**src/design/rci_pkg.sv**
```systemverilog
package rci_pkg;

  // fixed point format
  localparam int F      = 16;
  localparam int THRESH = ((1 << F) + 5) / 10;

  // square root pipeline: one result bit per stage
  localparam int SQ_STAGES = 32;
  // dividend magnitude bits and divider stage count (one quotient bit each)
  localparam int MW   = 34;
  localparam int DIVN = MW + F;
  localparam int TW   = DIVN + 1;

  // queue between front and back
  localparam int FIFO_AW    = 2;
  localparam int FIFO_DEPTH = 1 << FIFO_AW;

  localparam int CFG_AW = 3;

  typedef enum logic [CFG_AW-1:0] {
    CFG_CENTER_X = 3'd0,
    CFG_CENTER_Y = 3'd1,
    CFG_CENTER_Z = 3'd2,
    CFG_AXIS_X   = 3'd3,
    CFG_AXIS_Y   = 3'd4,
    CFG_AXIS_Z   = 3'd5,
    CFG_RADIUS   = 3'd6
  } cfg_idx_t;

  typedef struct packed {
    logic [2:0][31:0] center;
    logic [2:0][17:0] axis;
    logic [30:0]      radius;
  } cfg_t;

  // input transaction as laid out in in_tdata
  typedef struct packed {
    logic             inside_req;
    logic [30:0]      nearest;
    logic [2:0][31:0] dir;
    logic [2:0][31:0] origin;
  } in_item_t;

  typedef struct packed {
    logic [30:0] nearest;
    logic        inside_req;
  } tag_t;

  // ray after origin offset, queued for the back end
  typedef struct packed {
    logic [2:0][31:0] off;
    logic [2:0][31:0] dir;
    tag_t             tag;
  } ray_t;

  typedef struct packed {
    logic signed [31:0] h;
    logic [30:0]        a;
    tag_t               tag;
    logic               a_zero;
    logic               q_neg;
    logic               q_zero;
  } sq_side_t;

  typedef struct packed {
    tag_t tag;
    logic a_zero;
    logic q_neg;
    logic q_zero;
    logic neg1;
    logic neg2;
  } dv_side_t;

  typedef struct packed {
    logic        degenerate;
    logic        hit;
    logic [30:0] nearest;
  } res_t;

  function automatic logic signed [31:0] sat32(input logic signed [63:0] x);
    if (x > 64'sd2147483647) begin
      return {1'b0, {31{1'b1}}};
    end else if (x < -64'sd2147483648) begin
      return {1'b1, 31'b0};
    end else begin
      return x[31:0];
    end
  endfunction

endpackage

```
**src/design/rci_fifo.sv**
```systemverilog
module rci_fifo (
  input  logic          clk,
  input  logic          rst_n,
  input  logic          push,
  input  rci_pkg::ray_t push_data,
  input  logic          pop,
  output rci_pkg::ray_t pop_data,
  output logic          full,
  output logic          empty
);
  import rci_pkg::*;

  ray_t               mem_r [FIFO_DEPTH];
  logic [FIFO_AW-1:0] wr_ptr_r, wr_ptr_nxt;
  logic [FIFO_AW-1:0] rd_ptr_r, rd_ptr_nxt;
  logic [FIFO_AW:0]   cnt_r, cnt_nxt;

  assign full     = (cnt_r == (FIFO_AW+1)'(FIFO_DEPTH));
  assign empty    = (cnt_r == '0);
  assign pop_data = mem_r[rd_ptr_r];

  // pointer and count update
  always_comb begin
    wr_ptr_nxt = push ? wr_ptr_r + FIFO_AW'(1) : wr_ptr_r;
    rd_ptr_nxt = pop ? rd_ptr_r + FIFO_AW'(1) : rd_ptr_r;
    cnt_nxt    = cnt_r;
    if (push && !pop) begin
      cnt_nxt = cnt_r + (FIFO_AW+1)'(1);
    end else if (pop && !push) begin
      cnt_nxt = cnt_r - (FIFO_AW+1)'(1);
    end
  end

  always_ff @(posedge clk) begin
    if (!rst_n) begin
      wr_ptr_r <= '0;
      rd_ptr_r <= '0;
      cnt_r    <= '0;
    end else begin
      wr_ptr_r <= wr_ptr_nxt;
      rd_ptr_r <= rd_ptr_nxt;
      cnt_r    <= cnt_nxt;
    end
  end

  // storage
  always_ff @(posedge clk) begin
    if (push) begin
      mem_r[wr_ptr_r] <= push_data;
    end
  end

`ifndef SYNTHESIS
  a_cnt_bound: assert property (@(posedge clk) disable iff (!rst_n)
    cnt_r <= (FIFO_AW+1)'(FIFO_DEPTH))
    else $error("queue count beyond depth");
  a_no_under: assert property (@(posedge clk) disable iff (!rst_n)
    pop |-> cnt_r != '0)
    else $error("pop from empty queue");
  a_no_over: assert property (@(posedge clk) disable iff (!rst_n)
    push |-> cnt_r != (FIFO_AW+1)'(FIFO_DEPTH))
    else $error("push into full queue");
`endif

endmodule

```
**config.mk**
```make
export PLATFORM = sky130hd
export DESIGN_NAME = rci_fifo
export DESIGN_NICKNAME = d
export VERILOG_FILES = /design/src/design/rci_pkg.sv /design/src/design/rci_fifo.sv
export SDC_FILE = /design/constraint.sdc
export NUM_CORES = 1
export LEC_CHECK = 0
export CELL_PAD_IN_SITES_DETAIL_PLACEMENT = 0
export CELL_PAD_IN_SITES_GLOBAL_PLACEMENT = 1
export CORE_ASPECT_RATIO = 0.7
export CORE_MARGIN = 2
export CORE_UTILIZATION = 56
export CTS_BUF_LIST = sky130_fd_sc_hd__clkbuf_16
export DETAILED_ROUTE_END_ITERATION = 10
export DONT_BUFFER_PORTS = 1
export GPL_ROUTABILITY_DRIVEN = 0
export GPL_TIMING_DRIVEN = 1
export HOLD_SLACK_MARGIN = 0.08
export PLACE_DENSITY = 0.82
export SLEW_MARGIN = 0
export SYNTH_ARGS = -nofsm -noshare
export SYNTH_HDL_FRONTEND = slang
export SYNTH_SLANG_ARGS = --single-unit
```
**constraint.sdc**
```tcl
create_clock -name clk -period 8.9 [get_ports clk]
set_input_delay 1.335 -clock clk [delete_from_list [all_inputs] [get_ports clk]]
set_output_delay 1.335 -clock clk [all_outputs]
set_load 0.005 [all_outputs]
```
== Yosys cells after proc, flatten, opt, wreduce, memory -nomap -nowiden ==
Memory sizes are Yosys's and may differ from the RTL's. A register that Yosys moved wholly into a read port is not among the register bits.
Cells that the tools add are included.

* Flip-flop bits (word level): 7
* Bits in latches: 0
* Memory bits (writable): 896
* Memory bits (read-only): 0
* Bits of input ports: 228
* Output and inout port bits: 226
* Memories: 1

{| class="wikitable"
|+ Memories
! memory !! depth !! width !! read ports !! clocked after memory_dff !! wr ports !! RTL line !! RTL
|-
| mem_r || 4 || 224 || 1 || 1 || 1 || rci_fifo.sv:13 || <nowiki>ray_t mem_r [FIFO_DEPTH];</nowiki>
|}

* Add/sub/neg operators: 4
* Multipliers: 0
* Divide/modulo/power cells: 0
* Order comparisons: 0
* Eq/ne operators: 1
* Shift-type cells: 0
* Mux-type cells: 6
* Bitwise operators: 0
* Reductions and logical operators: 6

{| class="wikitable"
|+ Operators by type and width
! cell !! number
|-
| 3-bit 2-to-1 mux || 2
|-
| 2-bit by 1-bit adder with 2-bit output (second input constant) || 2
|-
| 2-bit 2-to-1 mux || 2
|-
| 3-bit by 1-bit adder with 3-bit output (second input constant) || 1
|-
| 3-bit equality test (second input constant) || 1
|-
| 3-bit logical NOT || 1
|-
| 3-bit by 1-bit subtractor with 3-bit output (second input constant) || 1
|-
| 1-bit logical AND || 2
|-
| 1-bit logical NOT || 2
|-
| 1-bit 2-to-1 mux || 2
|-
| 2-bit nonzero test || 1
|}

== Depth between registers and ports, before layout ==
* Depth after elaboration: 4
* Gate-level depth with buffers: 7
* Mapped depth without buffers: 7

== Least setup slack after synthesis ==
OpenSTA, ideal clock, no wires.

* Kind: input to register
* From: in push
* To: mem mem_r[0][0] (netlist name) (enable)
* Setup time: 0.612 ns
* Arrival: 6.408 ns
* Required time: 8.288 ns
* Path slack: 1.881 ns
* Stages: 1
* Buffers on the path: 0
* Cell sequence: and2_1

* Longest elaborated chain between the ends: 2

{| class="wikitable"
|+ Ends and longest elaborated chain
! item !! RTL line !! RTL
|-
| start: declaration || rci_fifo.sv:4 || <nowiki>input logic push,</nowiki>
|-
| 1-bit 2-to-1 mux || rci_fifo.sv:48 || <nowiki>if (push) begin</nowiki>
|-
| 1-bit 2-to-1 mux (implied by the code) || rci_fifo.sv:49 || <nowiki>mem_r[wr_ptr_r] <= push_data;</nowiki>
|-
| end: declaration || rci_fifo.sv:13 ||
|}

Every way passes these cells.

==> results.py <==
metrics = {
    "floorplan": {
        "dieArea_um2": 60480,
        "die_height_um": 206.4,
        "rows": 74,
        "top_level_ports": 454,
        "core-area_um2": 58050,
        "dieWidth_um": 293.1,
        "start_util_pct": 56.42,
    },
    "logic_synthesis": {
        "syn-cell-area_um2": 32760,
        "synth-seq-cells": 905,
        "yosys_warnings": 0,
        "synth_edf_count": 896,
        "async_reset_ff_share_pct": 0,
        "synth.net_count": 1447,
        "ys_seq_area_share_pct": 82.69,
        "syn_avg_cell_area_um2": 27.00,
        "yosysUniqueCellTypes": 20,
        "synth_ff_type": "edfxtp_1",
        "synthCells": 1213,
    },
    "setup_path": {
        "path_class": "flip-flop to output port",
        "worstSetupEndpoint": "pop_data[178]",
        "crit_chain": "buf_4 > buf_12 > mux4_2",
        "r2r_end": "mem_r[0][136]$_DFFE_PP_",
        "critPathTopFamily": "buffers and inverters",
        "cp.arrival_ns": 3.19,
        "worstPathRequired_ns": 7.57,
        "worstPathMaxFanout": 92,
        "path_buf_inv": 2,
        "endpoint_kind": "output port",
        "reg2reg_depth": 4,
        "regToRegStartpoint": "wr_ptr_r[0]$_SDFFE_PN0P_",
        "cp.depth": 3,
        "critPathSlowestCell": "dfxtp_4",
        "worst_path_largest_cell_delay_ns": 0.70,
        "rrSetupSlack_ns": 6.33,
        "critPathLaunchType": "flip-flop",
    },
    "cts": {
        "cts_hold_buffers": 0,
        "clkTransAtPathRegs_ns": 0.06,
        "post_cts_buffers": 0,
        "cts_buffer_depth": 3,
        "cts_tree": "done",
        "clk_latency_ns": 0.59,
        "cts_made_buffers": 79,
        "cts_resized": 0,
        "htree_levels": 3,
        "root_buffer": "clkbuf_16",
        "cts_sinks": 905,
    },
    "timing": {
        "rsz0062_at_grt": "false",
        "tns_ns": 0,
        "min_period_over_period_pct": 50.84,
        "timing.slew.headroom_pct": 34.43,
        "setup_viol": 0,
        "fmax_mhz": 221.0,
        "worst_pin_slew_ns": 0.9835,
        "hold_viol": 0,
        "slew_viol_final": 0,
        "final.setup_skew_ns": 0.02157,
        "min_period_ns": 4.525,
    },
    "layout": {
        "drive_gt1_share_pct": 26.56,
        "regArea_um2": 27090,
        "diodes": 0,
        "fillers": 3686,
        "multiInputGateArea_um2": 5305,
        "syn_to_final_growth_pct": 9.844,
        "fin_area_um2": 35980,
        "fin_nets": 1492,
    },
    "place": {
        "port_buffers": 0,
        "dpl_cell_area_um2": 33540,
        "dp_hpwl_um": 34840,
    },
    "grt": {
        "grt_pass1_wl_um": 85580,
        "grt.total_usage_pct": 19.39,
        "antenna_found_initial": 0,
        "grt_max_degree": 123,
        "grt_pass1_vias": 13100,
        "gr-total-overflow": 0,
    },
    "run": {
        "drv_cap": 0,
    },
    "power": {
        "vdd_ir_drop_max_mv": 0.1722,
        "switchingPower_w": 0.001803,
        "pwr-share-clk_pct": 36.8,
        "intPower_w": 0.006965,
        "p_leak_nw": 11.03,
        "p_per_area_nw_per_um2": 243.7,
        "p_comb_share_pct": 6.6,
        "p_sw_share_pct": 20.56,
        "seqPwrFrac_pct": 56.6,
    },
    "detailed_routing": {
        "finalWirelength_um": 59350,
        "vias": 12740,
        "drc": 0,
        "via_per_inst": 6.145,
        "drtIter0Drc": 1001,
        "wire_per_inst_um": 28.62,
        "drtPass1Iterations": 5,
        "drt.antenna.violating_nets": 0,
    },
    "run_status": {
        "outcome": "completed",
    },
    "min_path": {
        "hold_depth": 2,
        "hold_class": "flip-flop to flip-flop",
    },
}
[worst min-delay path by stage]
stage	to	slack, ns	start
finish	cnt_r[2]$_SDFFE_PN0P_	0.54	cnt_r[2]$_SDFFE_PN0P_
global route	cnt_r[2]$_SDFFE_PN0P_	0.61	cnt_r[2]$_SDFFE_PN0P_
CTS	cnt_r[2]$_SDFFE_PN0P_	0.54	cnt_r[2]$_SDFFE_PN0P_
detailed placement	cnt_r[2]$_SDFFE_PN0P_	0.53	cnt_r[2]$_SDFFE_PN0P_
global placement	cnt_r[2]$_SDFFE_PN0P_	0.49	cnt_r[2]$_SDFFE_PN0P_
floorplan	cnt_r[2]$_SDFFE_PN0P_	0.47	cnt_r[2]$_SDFFE_PN0P_
[registers in the layout, summed over array words and instances, names as in the netlist, named ones only]
register  cells
cnt_r         3
mem_r       896
rd_ptr_r      2
wr_ptr_r      2
[layout by cell type (no fill, tap or decap), types with 2 or more instances in the layout]
cell        count
edfxtp_1      896
mux4_2        224
clkbuf_16      80
inv_1          25
clkinv_2       12
clkinv_1       11
buf_4           8
dfxtp_1         7
bufinv_16       6
buf_12          6
and2_1          5
ha_1            5
and2_4          4
xor2_1          3
xnor2_1         2
mux2i_1         2
nor2b_1         2
dfxtp_4         2
inv_6           2
clkinv_8        2
clkinvlp_4      2
[cell type report]
class                           instances  area share (%)
Inverter                                4         0.04173
Sequential cell                       905           75.30
Timing Repair Buffer                   14          0.5007
Clock inverter                         57           1.207
Tap cell                              760           2.643
Clock buffer                           80           5.564
Multi-Input combinational cell        254           14.74
[worst register-to-register path: stages, from the launching register on]
cell	delay (ns)
dfxtp_1	0.35
inv_1	0.09
ha_1	0.15
and2_4	0.67
buf_4	0.88
[stage by stage]
step / std cells / hold WS, ns / total power (W) / setup slack [ns] / utilization [%]
2_1_floorplan: 1213 / 0.4724 / 0.005525 / 1.881 / -
3_3_place_gp: 1937 / 0.4924 / 0.005631 / 4.905 / 57.78
3_5_place_dp: 1937 / 0.5267 / 0.005649 / 4.868 / 57.78
4_1_cts: 2074 / 0.5393 / 0.008857 / 4.195 / 61.98
5_1_grt: 2074 / 0.6132 / 0.009034 / 4.057 / 61.98
6_report: 2074 / 0.5406 / 0.008768 / 4.375 / 61.98
[per-layer routing]
metal / track usage (%) / share of wire [%] / vias to the layer above
met4: 4.835 / 1.7 / 0
met5: 0 / 0 / -
met1: 24.21 / 37 / 6831
met3: 8.603 / 11 / 74
met2: 31.42 / 51 / 498
li1: - / - / 5341
[power groups by stage]
stage	Combinational [W]	Clock (W)	Sequential, W
2_1_floorplan	0.000462	0	0.00506
3_3_place_gp	0.000589	0	0.00504
3_5_place_dp	0.000595	0	0.00505
4_1_cts	0.000599	0.00329	0.00497
5_1_grt	0.000621	0.00343	0.00498
6_report	0.000582	0.00322	0.00496
[synth_stat cells (2+ instances only)]
master / n / area share, %
edfxtp_1: 896 / 82
mux4_2: 224 / 15
buf_2: 24 / 0.37
buf_6: 19 / 0.65
and2_1: 9 / 0.17
dfxtp_1: 9 / 0.55
clkbuf_1: 7 / 0.080
ha_1: 5 / 0.19
inv_1: 4 / 0.046
xor2_1: 3 / 0.080
mux2i_1: 2 / 0.061
nor2b_1: 2 / 0.038
xnor2_1: 2 / 0.053
[logic make-up (layout without fill, tap and decap cells)]
kind of cell	Yosys count	count (layout)	share of synthesized area, %
and+or+nand+nor	15	15	0.2788
DFF	905	905	82.69
xor gates and xnor gates	5	5	0.1337
AOI/OAI and AO/OA	2	2	0.03819
adders and majority gates	6	6	0.2521
buffers and inverters	54	155	1.146
muxes	226	226	15.46
(Power assumes the default switching activity.)
