`config.mk`:
```
export PLATFORM = sky130hd
export DESIGN_NAME = rci_front
export DESIGN_NICKNAME = d
export VERILOG_FILES = /design/src/design/rci_pkg.sv /design/src/design/rci_front.sv
export SDC_FILE = /design/constraint.sdc
export NUM_CORES = 1
export LEC_CHECK = 0
export BUFFER_PORTS_ARGS = -buffer_cell sky130_fd_sc_hd__buf_2
export CAP_MARGIN = 20
export CORE_AREA = 2 2 248 250
export CTS_BUF_LIST = sky130_fd_sc_hd__clkbuf_2
export CTS_CLUSTER_SIZE = 40
export DETAILED_ROUTE_END_ITERATION = 8
export DIE_AREA = 0 0 250 252
export SKIP_LAST_GASP = 1
export SLEW_MARGIN = 20
export SYNTH_ARGS = -nofsm -noshare
export SYNTH_HDL_FRONTEND = slang
export SYNTH_SLANG_ARGS = --single-unit
```
`constraint.sdc`:
```
create_clock -name clk -period 5.9 [get_ports clk]
set_input_delay 0.295 -clock clk [delete_from_list [all_inputs] [get_ports clk]]
set_output_delay 0.295 -clock clk [all_outputs]
set_load 0.005 [all_outputs]
```
`src/design/rci_pkg.sv`:
```
package rci_pkg;

  // fixed point format
  localparam int F      = 16;
  localparam int THRESH = ((1 << F) + 5) / 10;

  // square root pipeline: one result bit per stage
  localparam int SQ_STAGES = 32;
  // dividend magnitude bits and divider stage count (one quotient bit each)
  localparam int MW   = 34;
  localparam int DIVN = MW + F;
  localparam int TW   = DIVN + 1;

  // queue between front and back
  localparam int FIFO_AW    = 2;
  localparam int FIFO_DEPTH = 1 << FIFO_AW;

  localparam int CFG_AW = 3;

  typedef enum logic [CFG_AW-1:0] {
    CFG_CENTER_X = 3'd0,
    CFG_CENTER_Y = 3'd1,
    CFG_CENTER_Z = 3'd2,
    CFG_AXIS_X   = 3'd3,
    CFG_AXIS_Y   = 3'd4,
    CFG_AXIS_Z   = 3'd5,
    CFG_RADIUS   = 3'd6
  } cfg_idx_t;

  typedef struct packed {
    logic [2:0][31:0] center;
    logic [2:0][17:0] axis;
    logic [30:0]      radius;
  } cfg_t;

  // input transaction as laid out in in_tdata
  typedef struct packed {
    logic             inside_req;
    logic [30:0]      nearest;
    logic [2:0][31:0] dir;
    logic [2:0][31:0] origin;
  } in_item_t;

  typedef struct packed {
    logic [30:0] nearest;
    logic        inside_req;
  } tag_t;

  // ray after origin offset, queued for the back end
  typedef struct packed {
    logic [2:0][31:0] off;
    logic [2:0][31:0] dir;
    tag_t             tag;
  } ray_t;

  typedef struct packed {
    logic signed [31:0] h;
    logic [30:0]        a;
    tag_t               tag;
    logic               a_zero;
    logic               q_neg;
    logic               q_zero;
  } sq_side_t;

  typedef struct packed {
    tag_t tag;
    logic a_zero;
    logic q_neg;
    logic q_zero;
    logic neg1;
    logic neg2;
  } dv_side_t;

  typedef struct packed {
    logic        degenerate;
    logic        hit;
    logic [30:0] nearest;
  } res_t;

  function automatic logic signed [31:0] sat32(input logic signed [63:0] x);
    if (x > 64'sd2147483647) begin
      return {1'b0, {31{1'b1}}};
    end else if (x < -64'sd2147483648) begin
      return {1'b1, 31'b0};
    end else begin
      return x[31:0];
    end
  endfunction

endpackage

```
`src/design/rci_front.sv`:
```
module rci_front (
  input  logic              clk,
  input  logic              rst_n,
  input  rci_pkg::cfg_t     cfg,
  input  logic              in_valid,
  output logic              in_ready,
  input  rci_pkg::in_item_t in_item,
  input  logic              full,
  output logic              push,
  output rci_pkg::ray_t     push_data
);
  import rci_pkg::*;

  ray_t ray_r, ray_nxt;
  logic vld_r, vld_nxt;
  logic signed [63:0] diff [3];

  assign push      = vld_r && !full;
  assign in_ready  = !vld_r || !full;
  assign push_data = ray_r;

  // origin offset from the cylinder center
  always_comb begin
    ray_nxt.dir            = in_item.dir;
    ray_nxt.tag.nearest    = in_item.nearest;
    ray_nxt.tag.inside_req = in_item.inside_req;
    for (int i = 0; i < 3; i++) begin
      diff[i]        = 64'($signed(in_item.origin[i])) - 64'($signed(cfg.center[i]));
      ray_nxt.off[i] = sat32(diff[i]);
    end
  end

  always_comb begin
    vld_nxt = vld_r;
    if (in_valid && in_ready) begin
      vld_nxt = 1'b1;
    end else if (push) begin
      vld_nxt = 1'b0;
    end
  end

  always_ff @(posedge clk) begin
    if (!rst_n) begin
      vld_r <= 1'b0;
    end else begin
      vld_r <= vld_nxt;
    end
  end

  always_ff @(posedge clk) begin
    if (in_valid && in_ready) begin
      ray_r <= ray_nxt;
    end
  end

endmodule

```
# After elaboration in Yosys (flattened, before gate mapping)
# Index checks and enable logic that the tools add are counted.
[op_classes]
add_sub_neg = 3
multipliers = 0
div_mod_pow = 0
n_lt_le_gt_ge = 6
n_eq_ne = 0
shifts = 0
n_mux = 5
n_bitwise = 0
n_reduce_logical = 6
[ops]
columns = ["cell", "n"]
rows = [
  ["$gt 33x32->1 const B", 3],
  ["$lt 33x32->1 const B", 3],
  ["$sub 32x32->33", 3],
  ["$mux 32", 3],
  ["$logic_and 1x1->1", 2],
  ["$logic_not 1->1", 2],
  ["$mux 1", 2],
  ["$reduce_bool 2->1", 1],
  ["$logic_or 1x1->1", 1],
]
[word_totals]
reg_bits = 225
latchBits = 0
mem_bits_rw = 0
rom_bits = 0
output_inout_bits = 226
elab_cells = 29
n_memories = 0

# Longest topological paths before layout
# Gate-level depths: netlist (run 1).
[depth]
word_depth = 4
mapped_depth = 13

# Least setup slack after synthesis (run 1)
# OpenSTA, ideal clock, no wires.
[synth_path]
kind = "register to register"
start = "reg vld_r"
end = "reg ray_r, in the netlist push_data[0], enable pin"
arrival_ns = 5.480
setup_slack_ns = -0.192
path_stages_with_launch = 3
synth_period_minus_slack_ns = 6.092
path_cell_list = "dfxtp_1 -> nand2_1 -> and2_1"
[synth_between]
elab_chain_len = 3
[synth_lines]
columns = ["element", "line_no", "rtl"]
rows = [
  ["start, declared", "rci_front.sv:15", "logic vld_r, vld_nxt;"],
  ["start signal, assigned", "rci_front.sv:46", "vld_r <= vld_nxt;"],
  ["$logic_not 1->1", "rci_front.sv:19", "assign in_ready = !vld_r || !full;"],
  ["$logic_or 1x1->1", "rci_front.sv:19", ""],
  ["net in_ready", "rci_front.sv:6", "output logic in_ready,"],
  ["$logic_and 1x1->1", "rci_front.sv:51", "if (in_valid && in_ready) begin"],
  ["end signal, assigned", "rci_front.sv:52", "ray_r <= ray_nxt;"],
  ["end, declared", "rci_front.sv:14", "ray_t ray_r, ray_nxt;"],
]
# The timed path passes the listed nets, and every way through them passes these cells.
# A chain may end at the register's enable or synchronous reset.

# Worst setup path after layout (run 1)
[layout_path]
start = "in in_item[4] (netlist bit)"
end = "reg ray_r, in the netlist push_data[156] (data pin)"
[layout_between]
elab_chain_len = 3
[layout_lines]
columns = ["element", "line_no", "rtl"]
rows = [
  ["start, declared", "rci_front.sv:7", "input rci_pkg::in_item_t in_item,"],
  ["$sub 32x32->33 (*)", "rci_front.sv:28", "diff[i] = 64'($signed(in_item.origin[i])) - 64'($signed(cfg.center[i]));"],
  ["$lt 33x32->1", "rci_pkg.sv:83", "end else if (x < -64'sd2147483648) begin"],
  ["$mux 32", "rci_pkg.sv:83", ""],
]
# Every way passes the cells marked *; elsewhere a longest branch is shown, timed or not.

==> flow_summary.rst, run 1 <==
.. list-table::
   :header-rows: 1

   * - Metric
     - Value
   * - Via count
     - 13.77k
   * - Final weighted congestion in routability-driven placement
     - 0.9033
   * - Buffers on Ports
     - 549
   * - Finish-stage setup viols
     - 0
   * - Startpoint of the most critical setup path
     - in_item[4]
   * - # resized after CTS
     - 0
   * - Post-synthesis share of cell area spent on full adders, half adders and majority gates
     - 0.1025
   * - Worst-case reg-to-reg path depth
     - 3
   * - Crit path cell chain
     - dlygate4sd3_1 -> buf_2 -> ha_1 -> dlygate4sd3_1 -> inv_1 -> o211ai_1 -> o21ai_0 -> o22ai_1 -> o21ai_0 -> o21ai_1 -> xor2_1 -> nand2_1 -> a21oi_1
   * - Half-perimeter wire length of the detailed placement result
     - 32460 um
   * - Largest stage delay, worst path
     - 0.76 ns
   * - Site row count
     - 90
   * - Count of cell types in the netlist
     - 72
   * - Top Ports
     - 635
   * - Status
     - completed
   * - Synth Register Bits
     - 225
   * - R2r setup slk
     - 3.41 ns
   * - Max Clock Skew
     - 0.09359 ns
   * - Mean post-synth cell area
     - 11.08 um^2
   * - Critical-path top delay cell
     - nand2_1
   * - Crit path buffers/inverters
     - 4
   * - Area of the mapped netlist
     - 12990 um^2
   * - Total negative slack for setup checks
     - 0 ns
   * - Number of vias per cell
     - 4.467
   * - Number of hold violations in the final report
     - 0
   * - Utilization after layout
     - 0.3681
   * - EDFF count, synth
     - 224
   * - Class of the most critical setup path
     - primary input to flip-flop
   * - Yosys warning total
     - 0
   * - Floorplan die width
     - 250 um
   * - Layout cell share with drive strength beyond 1
     - 0.2927
   * - Number of nets in the synthesized netlist
     - 1680
   * - 1st-iter DRT viols
     - 760
   * - Share of cell area taken by muxes after synthesis
     - 0.002697
   * - H-Tree Level Count
     - 3
   * - Clock tree root driver cell
     - clkbuf_2
   * - Peak ir drop on the vdd network
     - 0.0001270 V
   * - Initial core utilization
     - 0.2160
   * - Crit end category
     - flip-flop
   * - Power density over the cells
     - 223.0 nW/um^2
   * - DIE HEIGHT
     - 252 um
   * - Final-report max-slew violation count
     - 0
   * - Global routing usage summed across all routing layers
     - 0.1476
   * - Time the final worst path needs with I/O delays and setup
     - 3.922 ns
   * - Combinational family with the most area after synthesis
     - compound AO/OA/AOI/OAI gates
   * - Gate count after technology mapping
     - 1172
   * - PnR Total Power
     - 4.935 mW
   * - Detailed Route WL
     - 48580 um
   * - ANT nets after route
     - 0
   * - Sequential element share of the synthesized area
     - 0.5194
   * - CP required
     - 6.69 ns
   * - Area growth from synthesis to final layout
     - 70.40%
   * - 1st-pass router iterations
     - 5
   * - Clock sink count
     - 225
   * - Area inside the core boundary
     - 60130 um^2
   * - Category of the worst setup path launch point
     - primary input
   * - Insertion delay to the later sink of the worst-skew pair
     - 0.96 ns
   * - Worst r2r dst
     - push_data[50]
   * - Die ar.
     - 63000 um^2
   * - Slew of the pin with the lowest slew margin
     - 1.061 ns
   * - WL per Instance
     - 15.76 um
   * - Max-slew headroom
     - 0.2910
   * - Levels on crit path
     - 13
   * - GR Overflow Total
     - 0
   * - Fraction of synthesized cell area in xor and xnor cells
     - 0.05587
   * - Number of nets in the layout
     - 2760
   * - Maximum root-to-sink buffer count
     - 3
   * - Data arrival, critical path
     - 4.71 ns
   * - CP Capture Point
     - push_data[156]
   * - Path category of the worst min-delay check
     - primary input to flip-flop
   * - Pin count of the biggest net entering global routing
     - 122
   * - Global-route wire length before repair
     - 73990 um
   * - Dominant delay contributor by cell family on the critical path
     - compound AO/OA/AOI/OAI gates
   * - Number of buffers created by CTS
     - 67
   * - TritonCTS clock tree
     - yes
   * - Unrepaired setup endpoints after global routing
     - no
   * - DR DRC count
     - 0
   * - Initial antenna violation count
     - 2
   * - Critical Path Fanout Max
     - 28
   * - Peak clock frequency supported by timing
     - 0.2550 GHz
   * - Maxcap violations
     - 0
   * - Startpoint of the most critical register-to-register path
     - vld_r
   * - Startpoint of the tightest hold check path
     - cfg[142]
   * - Post-synthesis compound-gate area fraction
     - 0.1846
   * - Via count of the first global-routing pass
     - 14.33k
   * - Share of the clock period used by the worst path after layout
     - 0.6648
   * - Register clock-pin slew on the reported worst setup and hold paths
     - 0.09 ns
   * - Asr flop ratio synth
     - 0
   * - Simple-gate area share of the yosys netlist
     - 0.08457
   * - Leakage power of the design
     - 9.983 nW
   * - Dominant register cell in the synthesized netlist
     - edfxtp_1
-- placed cells by master (no fill, tap or decap), drive strengths merged, types with 4 or more instances in the layout --
cell type / count
o21bai: 12
xor2: 32
nand3: 23
dlygate4sd3: 491
a211oi: 11
buf: 551
o21a: 24
and3: 7
a221oi: 4
a211o: 4
a21oi: 99
nand2: 70
o211ai: 11
nand2b: 12
nor3: 19
clkbuf: 90
inv: 129
and2: 5
nand4: 5
a41oi: 5
xnor2: 50
nor2: 55
edfxtp: 224
a21o: 62
a31oi: 12
clkinv: 20
o31ai: 11
ha: 96
maj3: 7
nor2b: 19
o21ai: 87
-- final cells by class --
class | count | area [um^2]
repair buffers | 1042 | 7690
flip-flops and latches | 225 | 6746
diodes | 1 | 2.502
inverters | 127 | 476.7
well taps | 782 | 978.4
multi-input cells | 789 | 5597
clock buffers | 90 | 450.4
fillers | 5825 | 38000
clock inverters | 26 | 193.9
-- report_power, final --
part | leakage, nW | internal [mW] | switching, mW
logic | 7.35 | 0.829 | 0.769
clock network | 0.473 | 0.551 | 0.752
registers | 2.16 | 1.99 | 0.0474
total | 9.98 | 3.37 | 1.57
-- synthesized netlist by cell type, types with 3 or more instances --
master    number  share of area
inv_1        127          0.037
maj3_1         7         0.0054
o221ai_1       3         0.0020
o21ai_1       11         0.0042
a221oi_1       3         0.0020
a31oi_1       12         0.0058
nand2b_1      12         0.0058
nand3_1       23         0.0089
and3_1         7         0.0034
a41oi_1        5         0.0034
buf_4          5         0.0029
xnor2_1       49          0.033
o21a_1        23          0.013
a211oi_1      10         0.0058
o211a_1        3         0.0023
or3_1          3         0.0014
nand2_1       69          0.020
o31a_1         3         0.0020
o31ai_1        9         0.0052
ha_1          96          0.092
buf_2          3         0.0012
a21o_1        62          0.036
buf_6          5         0.0043
nor3_1        19         0.0073
fa_1           3         0.0046
clkbuf_1      17         0.0049
o211ai_1      11         0.0064
nand4_1        5         0.0024
a21oi_1       99          0.038
a211o_1        4         0.0027
o21bai_1      12         0.0069
and2_1         5         0.0024
nor2_1        53          0.015
xor2_1        32          0.022
edfxtp_1     224           0.52
nor2b_1       19         0.0092
o21ai_0       75          0.029
-- worst min-delay path by stage --
stage	endpoint	cells past startpoint
4_1_cts	push_data[189]	5
3_5_place_dp	push_data[111]	1
6_report	push_data[185]	5
2_1_floorplan	push_data[0]	0
3_3_place_gp	push_data[58]	1
5_1_grt	push_data[154]	6
-- sequential cells by signal, indices dropped and copies added, names as in the netlist --
signal and flops:
push_data 224, vld_r 1
-- cell families (layout without fill, tap and decap cells) --
group	count (synthesis)	in the layout
AOI/OAI and AO/OA	369	369
xor gates and xnor gates	82	82
adders and majority gates	106	106
buffers and inverters	158	1285
DFF	225	225
muxes	3	3
other	0	1
and+or+nand+nor	229	229
-- timing repair --
item / in CTS / in global routing
hold buffers: 491 / 0
setup endpoints to repair: 0 / 0
hold endpoints to repair: 287 / 0
buffers inserted: 0 / 0
-- per-layer routing --
| layer | global-route usage | up-vias | wire (um) |
|---|---|---|---|
| li1 | - | 6505 | - |
| met2 | 0.2680 | 624 | 24670 |
| met3 | 0.03508 | 118 | 3336 |
| met4 | 0.07545 | 0 | 1926 |
| met5 | 0 | - | 0 |
| met1 | 0.1600 | 6520 | 18640 |
-- per-stage QoR --
step	hold slack [ns]	cell area [um^2]	std cells	worst slack (ns)
2_1_floorplan	0.3939	12990	1172	2.315
3_3_place_gp	0.4714	16570	2474	2.034
3_5_place_dp	0.4731	16570	2474	1.970
4_1_cts	0.0008621	22130	3081	2.280
5_1_grt	0.1154	22140	3082	1.950
6_report	0.2172	22140	3082	1.978
-- worst register-to-register path: cells and delay by family (launching register included) --
family	cells	cell delay (ns)
buffers and inverters	1	1.08
DFF	1	0.33
and+or+nand+nor	2	0.72
No activity file was read; power rests on OpenSTA's default activity.
==> run 2: changes to the inputs <==
ABC_AREA = 1   (was not set)
CORE_AREA = 2 2 245 247   (was 2 2 248 250)
DIE_AREA = 0 0 247 249   (was 0 0 250 252)
clock period = 3.4 ns   (was 5.9 ns; I/O delays follow)
==> run 2 against run 1 <==
  * Total power is 79% higher
  * Die area down 2.4%
  * Clock power up 72%
  * Via count is 18% higher
  * Combinational power rose by 91%
  * Register-to-register slack got worse by 2.2 ns
  * Final area increased by 9.3%
  * Synthesized area rose by 12%
  * Synthesized cell count increased by 61%
  * Largest cell class unchanged
  * Highest routed layer unchanged
==> flow_summary.rst, run 2 <==
.. list-table::
   :header-rows: 1

   * - Metric
     - Value
   * - GR Overflow Total
     - 0
   * - Maximum root-to-sink buffer count
     - 3
   * - WL per Instance
     - 14.52 um
   * - Finish-stage setup viols
     - 0
   * - Number of cells in the design after placement
     - 3205
   * - Share of cell area taken by muxes after synthesis
     - 0
   * - Initial core utilization
     - 0.2485
   * - Combinational family with the most area after synthesis
     - simple AND/OR/NAND/NOR gates
   * - Yosys top cell area share
     - 0.4612
   * - CP required
     - 4.09 ns
   * - Path category of the worst min-delay check
     - primary input to flip-flop
   * - Share of the clock period used by the worst path after layout
     - 0.9997
   * - Buffers on Ports
     - 549
   * - Leakage power of the design
     - 12.71 nW
   * - ANT nets after route
     - 0
   * - Data arrival, critical path
     - 4.09 ns
   * - Count of cell types in the netlist
     - 26
   * - TritonCTS clock tree
     - yes
   * - Power density over the cells
     - 364.9 nW/um^2
   * - Slew of the pin with the lowest slew margin
     - 0.6376 ns
   * - Insertion delay to the later sink of the worst-skew pair
     - 0.95 ns
   * - Asr flop ratio synth
     - 0
   * - Via count of the first global-routing pass
     - 16.32k
   * - Setup WS post-layout
     - 0.001071 ns
   * - Final weighted congestion in routability-driven placement
     - 0.8973
   * - Category of the worst setup path launch point
     - primary input
   * - Cell types occupying the most area after synthesis
     - edfxtp_1 (46%), nand2_1 (20%), inv_1 (9.2%), ha_1 (8.2%), nor2_1 (3.3%)
   * - Peak clock frequency supported by timing
     - 0.2942 GHz
   * - Area growth from synthesis to final layout
     - 65.93%
   * - Worst slack at placement
     - 0.5149 ns
   * - 1st-pass router iterations
     - 5
   * - Most common library cell in the layout ignoring fill and taps
     - nand2_1
   * - Number of standard cells in the layout, taps in and fillers out
     - 3849
   * - Crit end category
     - flip-flop
   * - Most common cell in the netlist
     - nand2_1
   * - Area inside the core boundary
     - 58690 um^2
   * - Number of nets in the layout
     - 3534
   * - Area of the mapped netlist
     - 14590 um^2
   * - DR DRC count
     - 0
   * - Number of nets in the synthesized netlist
     - 2400
   * - Commonest cells after routing, fill and taps aside
     - nand2_1 (782), buf_2 (549), dlygate4sd3_1 (526), inv_1 (358), edfxtp_1 (224)
   * - Max-slew headroom
     - 0.5750
   * - H-Tree Level Count
     - 3
   * - Peak ir drop on the vdd network
     - 0.0002377 V
   * - Critical Path Fanout Max
     - 4
   * - Max Clock Skew
     - 0.09259 ns
   * - Top Ports
     - 635
   * - Unrepaired setup endpoints after global routing
     - yes
   * - Mean post-synth cell area
     - 7.709 um^2
   * - Dominant register cell in the synthesized netlist
     - edfxtp_1
   * - Post-synthesis compound-gate area fraction
     - 0.05018
   * - Number of vias per cell
     - 4.214
   * - Time the final worst path needs with I/O delays and setup
     - 3.399 ns
   * - Floorplan die width
     - 247 um
   * - Final worst hold slack
     - 0.1740 ns
   * - Max reg flops
     - 224
   * - Die ar.
     - 61500 um^2
   * - Simple-gate area share of the yosys netlist
     - 0.2711
   * - Layout cell share with drive strength beyond 1
     - 0.2222
   * - Clock sink count
     - 225
   * - EDFF count, synth
     - 224
   * - Final-report max-slew violation count
     - 0
   * - Global-route wire length before repair
     - 84250 um
   * - Pin count of the biggest net entering global routing
     - 108
   * - Half-perimeter wire length of the detailed placement result
     - 39750 um
   * - Gate count after technology mapping
     - 1892
   * - Detailed Route WL
     - 55880 um
   * - DIE HEIGHT
     - 249 um
   * - Filler cell count in the final layout
     - 5750
   * - Yosys warning total
     - 0
   * - 1st-iter DRT viols
     - 836
   * - Register clock-pin slew on the reported worst setup and hold paths
     - 0.10 ns
   * - Initial antenna violation count
     - 6
   * - Synth Register Bits
     - 225
   * - Clock tree root driver cell
     - clkbuf_2
   * - Class of the most critical setup path
     - primary input to flip-flop
   * - Global routing usage summed across all routing layers
     - 0.1742
   * - Maxcap violations
     - 0
   * - Sequential element share of the synthesized area
     - 0.4626
   * - Post-synth top cells
     - nand2_1 (785), inv_1 (358), edfxtp_1 (224), nor2_1 (130), ha_1 (96)
   * - Via count
     - 16.22k
   * - Fraction of synthesized cell area in xor and xnor cells
     - 0.02702
   * - Number of buffers created by CTS
     - 66
   * - Post-synthesis share of cell area spent on full adders, half adders and majority gates
     - 0.08647
   * - Count of buffers added by post-CTS timing repair for setup
     - 0
   * - Status
     - completed
   * - Number of hold violations in the final report
     - 0
   * - Yosys top cell by area
     - edfxtp_1
   * - Site row count
     - 89
[run 2: cell count changes after synthesis, moves of 46 or more]
| cell | before | now |
|---|---|---|
| xnor2_1 | 49 | 3 |
| nand2_1 | 69 | 785 |
| a21o_1 | 62 | 3 |
| o21ai_0 | 75 | 8 |
| inv_1 | 127 | 358 |
| nor2_1 | 53 | 130 |
[run 2: cell families after synthesis]
| logic type | after synthesis |
|---|---|
| xor gates and xnor gates | 45 |
| AOI/OAI and AO/OA | 129 |
| DFF | 225 |
| adders and majority gates | 99 |
| buffers and inverters | 381 |
| and+or+nand+nor | 1013 |
[run 2: cell type report]
class,count,area (um^2),share of cell area
clock buffer,87,435.4,0.01799
timing repair buffer,1084,8105,0.3349
inverter,363,1363,0.05630
tap,773,967.2,0.03996
clock inverter,24,195.2,0.008065
multi-input combinational,1286,6370,0.2632
antenna,7,17.52,0.0007238
sequential,225,6748,0.2788
[run 2: worst paths after layout]
| kind | from | to | slack [ns] | cells past startpoint |
|---|---|---|---|---|
| worst min register to register | vld_r | vld_r | 1.15 | 3 |
| worst min-delay path | cfg[180] | push_data[218] | 0.17 | 7 |
| worst max-delay path | cfg[117] | push_data[188] | 0.001 | 18 |
| worst max register to register | vld_r | push_data[129] | 1.20 | 3 |
[run 2: worst max-delay path, stage by stage]
cell,delay (ns)
dlygate4sd3_1,0.53
buf_2,0.12
ha_1,0.21
fa_1,0.41
nand3b_1,0.19
nand2_2,0.11
nand2_1,0.07
nand2_2,0.11
nand3_1,0.09
nand2_2,0.11
nand2_1,0.09
nand3_1,0.07
dlygate4sd3_1,0.55
nand2_1,0.05
dlygate4sd3_1,0.55
nand2_1,0.07
nand2_1,0.05
dlygate4sd3_1,0.54
[run 2: where the power goes]
group	leakage, nW	total [mW]	switching, mW	internal (mW)
clock network	0.448	2.24	1.31	0.938
registers	2.16	3.53	0.0871	3.44
logic	10.1	3.06	1.59	1.48
total	12.7	8.83	2.98	5.85
[run 2: per-stage QoR]
step                instance area (um^2)  power (mW)  setup TNS, ns    util
global placement                   18270       5.843              0  0.3113
floorplan                          14600       4.942        -233.21       -
global route                       24200       9.427       -0.07962  0.4123
detailed placement                 18270       5.859              0  0.3113
CTS                                24180       8.884              0  0.4120
finish                             24200       8.832              0  0.4124
[run 2: timing repair]
action	CTS	global route
gates resized for setup	0	5
hold buffers	527	0
endpoints found under the hold margin	449	0
setup endpoints to repair	0	7
[run 2: metal layers]
metal | share of wire | wire, um | GRT usage | vias to the layer above
li1 | - | - | - | 8207
met1 | 0.40 | 22580 | 0.1964 | 7339
met2 | 0.49 | 27650 | 0.3146 | 549
met3 | 0.068 | 3793 | 0.03846 | 126
met4 | 0.033 | 1856 | 0.06988 | 0
met5 | 0 | 0 | 0 | -
==> run 3: changes to the inputs <==
RECOVER_POWER = 100   (was not set)
==> run 3 against run 2 <==
  * The run now ends with max-slew violations, negative setup slack left
  * Die area did not move
  * Sequential power is essentially flat
  * Hold slack got worse by 0.0012 ns
  * Largest cell class unchanged
==> flow_summary.rst, run 3 (synthesized netlist as in run 2, its figures left out) <==
.. list-table::
   :header-rows: 1

   * - Metric
     - Value
   * - Crit path buffers/inverters
     - 6
   * - Buffers on Ports
     - 549
   * - Largest stage delay, worst path
     - 0.59 ns
   * - Detailed Route WL
     - 56050 um
   * - TritonCTS clock tree
     - yes
   * - Number of cells in the design after placement
     - 3205
   * - Register clock-pin slew on the reported worst setup and hold paths
     - 0.10 ns
   * - Slew of the pin with the lowest slew margin
     - 1.513 ns
   * - 1st-pass router iterations
     - 5
   * - Half-perimeter wire length of the detailed placement result
     - 39750 um
   * - ANT nets after route
     - 0
   * - Leakage power of the design
     - 12.17 nW
   * - Maxcap violations
     - 0
   * - Clock sink count
     - 225
   * - Global routing usage summed across all routing layers
     - 0.1742
   * - Power density over the cells
     - 367.1 nW/um^2
   * - H-Tree Level Count
     - 3
   * - Pin count of the biggest net entering global routing
     - 108
   * - Status
     - complete, but fails checks
   * - Global-route wire length before repair
     - 84250 um
   * - Final-report max-slew violation count
     - 57
   * - Final worst hold slack
     - 0.1728 ns
   * - Top Ports
     - 635
   * - Most common library cell in the layout ignoring fill and taps
     - nand2_1
   * - Utilization after layout
     - 0.4074
   * - Levels on crit path
     - 21
   * - Hold path depth
     - 7
   * - Commonest cells after routing, fill and taps aside
     - nand2_1 (785), dlygate4sd3_1 (526), inv_1 (359), buf_2 (353), edfxtp_1 (224)
   * - Routed length on met2
     - 27620 um
   * - Max reg flops
     - 224
   * - Number of vias per cell
     - 4.210
   * - Class of the most critical setup path
     - primary input to flip-flop
   * - Finish-stage setup viols
     - 5
   * - CP required
     - 4.09 ns
   * - Crit end category
     - flip-flop
   * - Floorplan die width
     - 247 um
   * - Critical Path Fanout Max
     - 11
   * - Unrepaired setup endpoints after global routing
     - yes
   * - Via count of the first global-routing pass
     - 16.32k
   * - Data arrival, critical path
     - 4.16 ns
   * - Time the final worst path needs with I/O delays and setup
     - 3.468 ns
   * - Top layer in use
     - met4
   * - Peak ir drop on the vdd network
     - 0.0002316 V
   * - Max-slew headroom
     - -0.008655
   * - Number of standard cells in the layout, taps in and fillers out
     - 3849
   * - DIE HEIGHT
     - 249 um
   * - Critical-path top delay cell
     - dlygate4sd3_1
   * - Setup WS post-layout
     - -0.06836 ns
   * - Die ar.
     - 61500 um^2
   * - Final weighted congestion in routability-driven placement
     - 0.8973
   * - Routed metal-1 wire length
     - 22690 um
   * - Insertion delay to the later sink of the worst-skew pair
     - 0.95 ns
   * - Crit path cell chain
     - dlygate4sd3_1 -> buf_2 -> ha_1 -> fa_1 -> inv_1 -> nand3_1 -> nand2_1 -> nand2_1 -> nand2_1 -> nand2_1 -> nand2_1 -> nand2_1 -> nand2_1 -> nand2_1 -> nand2_1 -> nand2_2 -> clkbuf_2 -> nand2_1 -> dlygate4sd3_1 -> nand2_1 -> dlygate4sd3_1
   * - WL per Instance
     - 14.56 um
   * - Filler cell count in the final layout
     - 5888
   * - 1st-iter DRT viols
     - 808
   * - Share of the clock period used by the worst path after layout
     - 1.020
   * - Initial core utilization
     - 0.2485
   * - Number of nets in the layout
     - 3534
   * - Area inside the core boundary
     - 58690 um^2
   * - Cell occurring most often along the worst timing path
     - nand2_1
   * - Path category of the worst min-delay check
     - primary input to flip-flop
   * - Wire length on met3
     - 3891 um
   * - Peak clock frequency supported by timing
     - 0.2883 GHz
   * - Clock tree root driver cell
     - clkbuf_2
   * - Layout cell share with drive strength beyond 1
     - 0.1564
   * - Number of hold violations in the final report
     - 0
   * - Worst-case reg-to-reg path depth
     - 3
   * - Site row count
     - 89
   * - Via count
     - 16.20k
   * - Dominant delay contributor by cell family on the critical path
     - buffers and inverters
   * - GR Overflow Total
     - 0
   * - Area growth from synthesis to final layout
     - 63.92%
   * - Number of buffers created by CTS
     - 66
   * - Total negative slack for setup checks
     - -0.1902 ns
   * - DR DRC count
     - 0
   * - Max Clock Skew
     - 0.09141 ns
   * - Initial antenna violation count
     - 5
   * - Violations in the final reports
     - max-slew violations, negative setup slack
   * - Category of the worst setup path launch point
     - primary input
   * - Maximum root-to-sink buffer count
     - 3
-- run 3: cell types whose count changed in the layout (fill, tap and decap cells not counted), sizes merged --
| cell | previous run | this run |
|---|---|---|
| buf | 558 | 358 |
| clkbuf | 87 | 287 |
-- run 3: layer usage --
metal / up-vias / global-route usage
met2: 551 / 0.3146
met3: 125 / 0.03846
met4: 0 / 0.06988
li1: 8207 / -
met1: 7320 / 0.1964
met5: - / 0
-- run 3: area by class of cell --
type                    instances  area, um^2  area share
multi-input cells            1286        6362      0.2661
repair buffers               1084        7821      0.3271
clock inverters                24       195.2    0.008164
well taps                     773       967.2     0.04045
inverters                     363        1363     0.05699
diodes                          7       17.52   0.0007327
flip-flops and latches        225        6746      0.2822
clock buffers                  87       435.4     0.01821
-- run 3: worst paths after layout --
| kind | start | end | slack, ns |
|---|---|---|---|
| worst max-delay path | cfg[149] | push_data[198] | -0.07 |
| worst min-delay path | cfg[180] | push_data[218] | 0.17 |
| worst max register to register | vld_r | push_data[129] | 0.60 |
| worst min register to register | vld_r | vld_r | 1.19 |
-- run 3: what timing repair did --
item / in CTS / in global routing
resized for setup: 0 / 5
endpoints found under the setup margin: 0 / 7
hold endpoints to repair: 449 / 0
setup buffers: 0 / 0
hold buffers: 527 / 0
-- run 3: report_power, final --
| group | total [mW] | leakage, nW | internal (mW) | switching, mW |
|---|---|---|---|---|
| Clock | 2.25 | 0.448 | 0.938 | 1.31 |
| Sequential | 3.54 | 2.16 | 3.44 | 0.0938 |
| Combinational | 2.99 | 9.57 | 1.41 | 1.59 |
| Total | 8.78 | 12.2 | 5.79 | 2.99 |
-- run 3: worst min-delay path: stages --
cell and delay (ns):
buf_2 0.10, inv_1 0.05, ha_1 0.17, nand2_1 0.08
nand4_1 0.10, buf_4 0.21, nand2_1 0.07
-- run 3: stage by stage --
| step | setup WS, ns | instance area (um^2) | total power [mW] |
|---|---|---|---|
| 4_1_cts | 0.08112 | 24180 | 8.884 |
| 6_report | -0.06836 | 23910 | 8.777 |
| 5_1_grt | -0.07962 | 23910 | 9.369 |
| 3_3_place_gp | 0.5476 | 18270 | 5.843 |
| 2_1_floorplan | -1.041 | 14600 | 4.942 |
| 3_5_place_dp | 0.5149 | 18270 | 5.859 |
